[src/rtl/core/assert_macros.svh]
// Assertion macros shared by the search core.
`ifndef ASSERT_MACROS_SVH
`define ASSERT_MACROS_SVH
`ifndef ASSERT_OFF
// Property that must hold at every rising clock edge outside reset.
`define ASSERT_CLK(label, clk, rst, prop, msg) \
  label: assert property (@(posedge clk) disable iff (rst) prop) else $error(msg);
// Condition that must never be seen at a rising clock edge outside reset.
`define ASSERT_NEVER(label, clk, rst, cond, msg) \
  label: assert property (@(posedge clk) disable iff (rst) !(cond)) else $error(msg);
`else
`define ASSERT_CLK(label, clk, rst, prop, msg)
`define ASSERT_NEVER(label, clk, rst, cond, msg)
`endif
`endif

[src/rtl/core/bpfm_pkg.sv]
package bpfm_pkg;

  localparam int MAX_PATTERN = 16;
  localparam int CELL_COUNT  = MAX_PATTERN - 1;
  localparam int SEL_W       = $clog2(MAX_PATTERN);
  localparam int LEN_W       = 5;
  localparam int POS_W       = 32;
  localparam int CFG_W       = 64;
  localparam int CFG_IDX_W   = 2;

  // Configuration register indexes.
  localparam logic [CFG_IDX_W-1:0] REG_PATTERN_LENGTH = 2'd0;
  localparam logic [CFG_IDX_W-1:0] REG_PATTERN_LOW    = 2'd1;
  localparam logic [CFG_IDX_W-1:0] REG_PATTERN_HIGH   = 2'd2;
  localparam logic [CFG_IDX_W-1:0] REG_START_POSITION = 2'd3;

  typedef logic [MAX_PATTERN-1:0][7:0] pattern_t;

  // Control shared by every cell of the window.
  typedef struct packed {
    logic shift;
    logic clear;
  } cell_ctrl_t;

endpackage

[src/rtl/core/bpfm_cell.sv]
// One stage of the byte window: holds one earlier byte, passes it on to the
// next stage and checks it against the pattern byte that lines up with it.
module bpfm_cell (
  input  logic                         clk,
  input  logic                         rst,
  input  bpfm_pkg::cell_ctrl_t         ctrl,
  input  logic [bpfm_pkg::SEL_W-1:0]   cell_index,
  input  logic [bpfm_pkg::LEN_W-1:0]   pattern_length,
  input  bpfm_pkg::pattern_t           pattern,
  input  logic [7:0]                   byte_in,
  output logic [7:0]                   byte_out,
  output logic                         byte_ok
);

  logic [7:0]                 held;
  logic [bpfm_pkg::LEN_W-1:0] index_ext;
  logic [bpfm_pkg::LEN_W-1:0] sel;
  logic                       active;

  always_ff @(posedge clk) begin
    if (rst) begin
      held <= 8'd0;
    end else if (ctrl.shift) begin
      held <= ctrl.clear ? 8'd0 : byte_in;
    end
  end

  // Cell i holds the byte i+1 places back, which meets pattern byte len-2-i.
  assign index_ext = {1'b0, cell_index};
  assign sel       = pattern_length - bpfm_pkg::LEN_W'(2) - index_ext;
  assign active    = (index_ext + bpfm_pkg::LEN_W'(1)) < pattern_length;
  assign byte_ok   = !active || (held == pattern[sel[bpfm_pkg::SEL_W-1:0]]);
  assign byte_out  = held;

endmodule

[src/rtl/core/byte_pattern_first_match_search_core.sv]
// A result is registered on the output register in the cycle after its byte is taken.
// Throughput: one byte per cycle, held only while a result waits on a stalled output.
// The rate is set by the row of window cells, whose comparisons against the pattern bytes are all combinational.
// Reset clears the window, position, match flag and output valid, and loads the
// register defaults (pattern length one, pattern, start position zero); no clearing pass.
`include "assert_macros.svh"

module byte_pattern_first_match_search_core (
  input  logic                             clk,
  input  logic                             rst,
  // Configuration writes.
  input  logic                             cfg_write,
  input  logic [bpfm_pkg::CFG_IDX_W-1:0]   cfg_index,
  input  logic [bpfm_pkg::CFG_W-1:0]       cfg_data,
  // File byte requests.
  input  logic                             in_valid,
  output logic                             in_stall,
  input  logic [7:0]                       data_byte,
  input  logic                             last_byte,
  // Result requests.
  output logic                             out_valid,
  input  logic                             out_stall,
  output logic                             found,
  output logic [bpfm_pkg::POS_W-1:0]       match_position
);

  localparam int CELLS = bpfm_pkg::CELL_COUNT;

  // Configuration registers.
  logic [bpfm_pkg::LEN_W-1:0] pattern_length;
  logic [bpfm_pkg::CFG_W-1:0] pattern_low_bytes;
  logic [bpfm_pkg::CFG_W-1:0] pattern_high_bytes;
  logic [bpfm_pkg::POS_W-1:0] start_position;

  // Per-file state.
  logic [bpfm_pkg::POS_W-1:0] byte_position;
  logic                       match_done;

  logic                       accept;
  logic                       out_free;
  bpfm_pkg::pattern_t         pattern;
  bpfm_pkg::cell_ctrl_t       ctrl;
  logic [7:0]                 chain [CELLS+1];
  logic [CELLS-1:0]           cell_ok;

  logic [bpfm_pkg::LEN_W-1:0] len_m1;
  logic [bpfm_pkg::POS_W-1:0] len_m1_ext;
  logic [bpfm_pkg::POS_W-1:0] begin_pos;
  logic                       len_ok;
  logic                       window_ok;
  logic                       newest_ok;
  logic                       hit;
  logic                       emit;

  always_ff @(posedge clk) begin
    if (rst) begin
      pattern_length     <= bpfm_pkg::LEN_W'(1);
      pattern_low_bytes  <= '0;
      pattern_high_bytes <= '0;
      start_position     <= '0;
    end else if (cfg_write) begin
      unique case (cfg_index)
        bpfm_pkg::REG_PATTERN_LENGTH: pattern_length     <= cfg_data[bpfm_pkg::LEN_W-1:0];
        bpfm_pkg::REG_PATTERN_LOW:    pattern_low_bytes  <= cfg_data;
        bpfm_pkg::REG_PATTERN_HIGH:   pattern_high_bytes <= cfg_data;
        bpfm_pkg::REG_START_POSITION: start_position     <= cfg_data[bpfm_pkg::POS_W-1:0];
        default: ;
      endcase
    end
  end

  // Byte 0 of the pattern sits in the least significant bits of the low word.
  assign pattern = {pattern_high_bytes, pattern_low_bytes};

  // The output register frees up when it is empty or its result is taken this
  // cycle, so a new byte may enter in the same cycle.
  assign out_free = !out_valid || !out_stall;
  assign in_stall = !out_free;
  assign accept   = in_valid && !in_stall;

  // The final byte of a file also wipes the window for the next file.
  assign ctrl.shift = accept;
  assign ctrl.clear = last_byte;

  assign chain[0] = data_byte;

  for (genvar i = 0; i < CELLS; i++) begin : g_cell
    bpfm_cell u_cell (
      .clk            (clk),
      .rst            (rst),
      .ctrl           (ctrl),
      .cell_index     (bpfm_pkg::SEL_W'(i)),
      .pattern_length (pattern_length),
      .pattern        (pattern),
      .byte_in        (chain[i]),
      .byte_out       (chain[i+1]),
      .byte_ok        (cell_ok[i])
    );
  end

  // The newest byte closes the window: it meets the final pattern byte. The
  // window must lie wholly inside the file and begin at or after the start.
  assign len_m1     = pattern_length - bpfm_pkg::LEN_W'(1);
  assign len_m1_ext = {{(bpfm_pkg::POS_W-bpfm_pkg::LEN_W){1'b0}}, len_m1};
  assign len_ok     = (pattern_length != '0) &&
                      (pattern_length <= bpfm_pkg::LEN_W'(bpfm_pkg::MAX_PATTERN));
  assign begin_pos  = byte_position - len_m1_ext;
  assign window_ok  = (byte_position >= len_m1_ext) && (begin_pos >= start_position);
  assign newest_ok  = data_byte == pattern[len_m1[bpfm_pkg::SEL_W-1:0]];

  assign hit  = !match_done && len_ok && window_ok && newest_ok && (&cell_ok);
  // A file that ends without a match reports not found on its final byte.
  assign emit = hit || (last_byte && !match_done);

  always_ff @(posedge clk) begin
    if (rst) begin
      byte_position <= '0;
      match_done    <= 1'b0;
    end else if (accept) begin
      if (last_byte) begin
        byte_position <= '0;
        match_done    <= 1'b0;
      end else begin
        // The position holds at its top value rather than wrapping.
        if (byte_position != '1) begin
          byte_position <= byte_position + bpfm_pkg::POS_W'(1);
        end
        if (hit) begin
          match_done <= 1'b1;
        end
      end
    end
  end

  always_ff @(posedge clk) begin
    if (rst) begin
      out_valid <= 1'b0;
    end else if (out_free) begin
      out_valid <= accept && emit;
    end
  end

  always_ff @(posedge clk) begin
    if (out_free) begin
      found          <= hit;
      match_position <= hit ? begin_pos : '0;
    end
  end

  `ASSERT_CLK(a_hit_sets_done, clk, rst, accept && hit && !last_byte |=> match_done, "match flag not set after a found result")
  `ASSERT_CLK(a_last_restarts, clk, rst, accept && last_byte |=> (byte_position == '0) && !match_done, "final byte did not restart the search")
  `ASSERT_CLK(a_position_saturates, clk, rst, accept && !last_byte && (byte_position == '1) |=> byte_position == '1, "byte position wrapped")
  `ASSERT_NEVER(a_not_found_zero, clk, rst, out_valid && !found && (match_position != '0), "not-found result carries a position")
  `ASSERT_NEVER(a_no_hit_when_done, clk, rst, match_done && hit, "second match reported in one file")

endmodule

[config.mk]
export PLATFORM = sky130hd
export DESIGN_NAME = byte_pattern_first_match_search_core
export DESIGN_NICKNAME = d
export VERILOG_FILES = /design/src/rtl/core/bpfm_pkg.sv /design/src/rtl/core/bpfm_cell.sv /design/src/rtl/core/byte_pattern_first_match_search_core.sv
export VERILOG_INCLUDE_DIRS = /design/src /design/src/rtl/core
export SDC_FILE = /design/constraint.sdc
export NUM_CORES = 1
export LEC_CHECK = 0
export BUFFER_PORTS_ARGS = -buffer_cell sky130_fd_sc_hd__buf_4
export CAP_MARGIN = 15
export CORE_MARGIN = 2
export CORE_UTILIZATION = 63
export CTS_BUF_LIST = sky130_fd_sc_hd__clkbuf_16
export DETAILED_ROUTE_END_ITERATION = 7
export HOLD_SLACK_MARGIN = 0.03
export PLACE_DENSITY = 0.81
export REMOVE_ABC_BUFFERS = 1
export SYNTH_ARGS = -nofsm -noshare
export SYNTH_HDL_FRONTEND = slang
export SYNTH_SLANG_ARGS = --single-unit
[constraint.sdc]
create_clock -name clk -period 7.2 [get_ports clk]
set_input_delay 0.72 -clock clk [delete_from_list [all_inputs] [get_ports clk]]
set_output_delay 0.72 -clock clk [all_outputs]
set_load 0.005 [all_outputs]
==> results.sh <==
export IMPL_via_count=21900
export IMPL_synth_mux_area_frac=0.253
export IMPL_ys_seq_elements=352
export IMPL_gp_congestion=1.12
export IMPL_ys_warn_count=0
export IMPL_coreArea_um2=38600
export IMPL_grt_pass1_vias=20900
export IMPL_wl_per_cell_um=24.6
export IMPL_ctsHoldBuffers=0
export IMPL_grt_pass1_wl_um=124000
export IMPL_die_height_um=201
export IMPL_wl_um=80300
export IMPL_clockBufferDepth=3
export IMPL_hp_class="input pin to register"
export IMPL_synth_flop_cell="dfxtp_1"
export IMPL_cp_required_ns=7.48
export IMPL_max_slew_margin=0.264
export IMPL_peakVddDrop_mv=0.165
export IMPL_io_pins=115
export IMPL_synth_common_cells="636 x nand2_1, 323 x a21oi_1, 319 x dfxtp_1"
export IMPL_min_period_ns=6.41
export IMPL_start_kind="register"
export IMPL_initial_core_util=0.637
export IMPL_cp_max_fo=31
export IMPL_synth_xor_area_frac=0.0830
export IMPL_synth_simple_gate_area_frac=0.178
export IMPL_design_area_um2=26800
export IMPL_vias_per_cell=6.68
export IMPL_cts_buffers=39
export IMPL_p_per_area_nw_per_um2=200
export IMPL_syn_area_per_cell_um2=9.00
export IMPL_cts_root_buf="clkbuf_16"
export IMPL_track_usage=0.394
export IMPL_portBuffers=114
export IMPL_ys_types=77
export IMPL_synth_cells=2729
export IMPL_netlist_top_cells_area="dfxtp_1 26%, mux4_2 14%, nand2_1 9.7%"
export IMPL_max_freq_ghz=0.156
export IMPL_dr_pass1_iters=6
export IMPL_synth_top_area_frac=0.260
export IMPL_clock_latency_ns=0.58
export IMPL_drc_errors=0
export IMPL_finalCritPeriodShare=0.891
export IMPL_h_tree_depth=2
export IMPL_leakagePower_nw=9.68
export IMPL_critPathKind="register to register"
export IMPL_final_setup_viol_count=0
export IMPL_clkTransAtPathRegs_ns=0.07
export IMPL_dp_cells=3202
export IMPL_diodes=0
export IMPL_cts_num_sinks=352
export IMPL_rsz0062_at_grt="no"
export IMPL_cp_end_kind="register"
export IMPL_syn_to_final_growth_pct=8.93
export IMPL_fin_cells=3269
export IMPL_detail_route_antenna_nets=0
export IMPL_cts_setup_buffers=0
export IMPL_status="completed"
export IMPL_ys_async_sr_fraction=0
export IMPL_die_w_um=201
export IMPL_cp_data_arrival_time_ns=6.69
export IMPL_placed_area_um2=25500
export IMPL_antenna_found_initial=0
export IMPL_synth_top_family_by_area="multiplexers"
export IMPL_yosysMostFrequentCell="nand2_1"
export IMPL_totalNegativeSetupSlack_ns=0
export IMPL_row_count=72
export IMPL_syn_area_um2=24600
export IMPL_finalHoldViolations=0
export IMPL_cts_resized_gates=0
export IMPL_fin_nets=2856
export IMPL_yosysTopAreaCell="dfxtp_1"
export IMPL_grt_max_degree=83
export IMPL_drv_cap=0
export IMPL_synth_adder_area_share=0.0263
export IMPL_final_layout_size_suffix_gt1_frac=0.163
export IMPL_ys_seq_area_frac=0.300
export IMPL_die_area_um2=40600
export IMPL_cts_tree="done"
export IMPL_synth_compound_area_share=0.110
export IMPL_hpwlAfterDp_um=58200
export IMPL_fin_skew_ns=0.0272
export IMPL_worst_pin_slew_ns=1.10
export IMPL_drt_iter0_drc=2846
export IMPL_slew_violations=0
export IMPL_grt_overflow_total=0
export IMPL_synth_edf_count=33
==> critical path: stages (launching register included) <==
cell,delay (ns)
dfxtp_1,0.39
inv_1,0.33
ha_1,0.46
a21boi_1,0.32
xnor2_1,0.19
ha_1,0.29
inv_1,0.11
a21oi_1,0.07
o21ai_0,0.35
nand3_1,0.19
or3_1,0.43
nor2b_1,0.35
xor2_1,0.24
ha_1,0.28
a21o_1,0.16
a21o_1,0.16
a21o_1,0.18
a21o_1,0.17
a21o_1,0.17
a21o_1,0.19
a221oi_4,0.39
buf_4,0.52
nor4b_1,0.13
==> registers in the layout (all words and copies together) (netlist names) <==
| signal | count |
|---|---|
| match_done | 1 |
| start_position | 32 |
| pattern_high_bytes | 64 |
| match_position | 32 |
| pattern_length | 5 |
| byte_position | 32 |
| out_valid | 1 |
| g_cell.u_cell.byte_out | 120 |
| pattern_low_bytes | 64 |
| found | 1 |
==> per-layer routing <==
| layer | share of wire | vias up | track usage |
|---|---|---|---|
| met5 | 0 | - | 0 |
| met4 | 0.060 | 0 | 0.202 |
| met3 | 0.11 | 278 | 0.0973 |
| met2 | 0.45 | 1298 | 0.604 |
| met1 | 0.38 | 10600 | 0.519 |
| li1 | - | 9705 | - |
==> power breakdown <==
part           switching, mW  internal, mW  total [mW]  leakage [nW]
registers             0.0560          2.02        2.07          2.98
logic                  0.761         0.469        1.23          6.06
clock network          0.853          1.20        2.05         0.651
==> cells by family after synthesis <==
logic type               count (synthesis)
AO/OA/AOI/OAI                          468
XOR/XNOR                               226
adder cells (fa/ha/maj)                 51
buffers and inverters                  261
flip-flops                             352
multiplexers                           421
AND/OR/NAND/NOR                        950
==> area by class of cell <==
class | instances | area (um^2)
Timing Repair Buffer | 156 | 1170
Tap cell | 518 | 648
Fill cell | 3109 | 11800
Inverter | 60 | 225
Clock inverter | 26 | 236
Sequential cell | 352 | 7380
Multi-Input combinational cell | 2116 | 16100
Clock buffer | 41 | 1030
==> worst paths after layout <==
| path | cells past startpoint | end | from | slack, ns |
|---|---|---|---|---|
| worst min-delay path | 3 | pattern_high_bytes[33]$_SDFFE_PP0P_ | cfg_data[33] | 0.40 |
| worst max register to register | 22 | match_position[29]$_SDFFCE_PN0N_ | pattern_length[2]$_SDFFE_PP0P_ | 0.79 |
| worst max-delay path | 22 | match_position[29]$_SDFFCE_PN0N_ | pattern_length[2]$_SDFFE_PP0P_ | 0.79 |
| worst min register to register | 2 | start_position[28]$_SDFFE_PP0P_ | start_position[28]$_SDFFE_PP0P_ | 0.46 |
==> metrics by stage <==
stage	worst slack, ns	hold WS [ns]	util	total power [mW]
after floorplan	-9.02	0.430	-	2.90
after global placement	1.16	0.442	0.661	3.27
after detailed placement	1.00	0.448	0.661	3.30
after CTS	0.936	0.384	0.694	5.33
after global routing	0.431	0.395	0.694	5.51
final	0.788	0.397	0.694	5.35
==> layout by cell type (no fill, tap or decap), types with 12 or more instances in the layout <==
cell type  synthesis  routed
nand2_1          636     635
a21oi_1          323     323
dfxtp_1          319     317
mux2i_1          234     234
mux4_2           156     156
buf_4             25     156
xnor2_1          113     111
xor2_1           106     105
nor2_1            78      77
inv_1             57      66
ha_1              50      48
nand3_1           42      42
clkbuf_16          0      41
edfxtp_1          33      33
nand4_1           29      29
o21ai_0           28      28
nor3_1            26      26
nor4b_2           26      26
or3_1             22      22
nor4_1            22      22
a21o_1            22      21
mux2_2            18      18
nor2b_1           16      16
a22oi_1           13      13
mux2_1            12      12
Power figures use the tool's default switching activity.
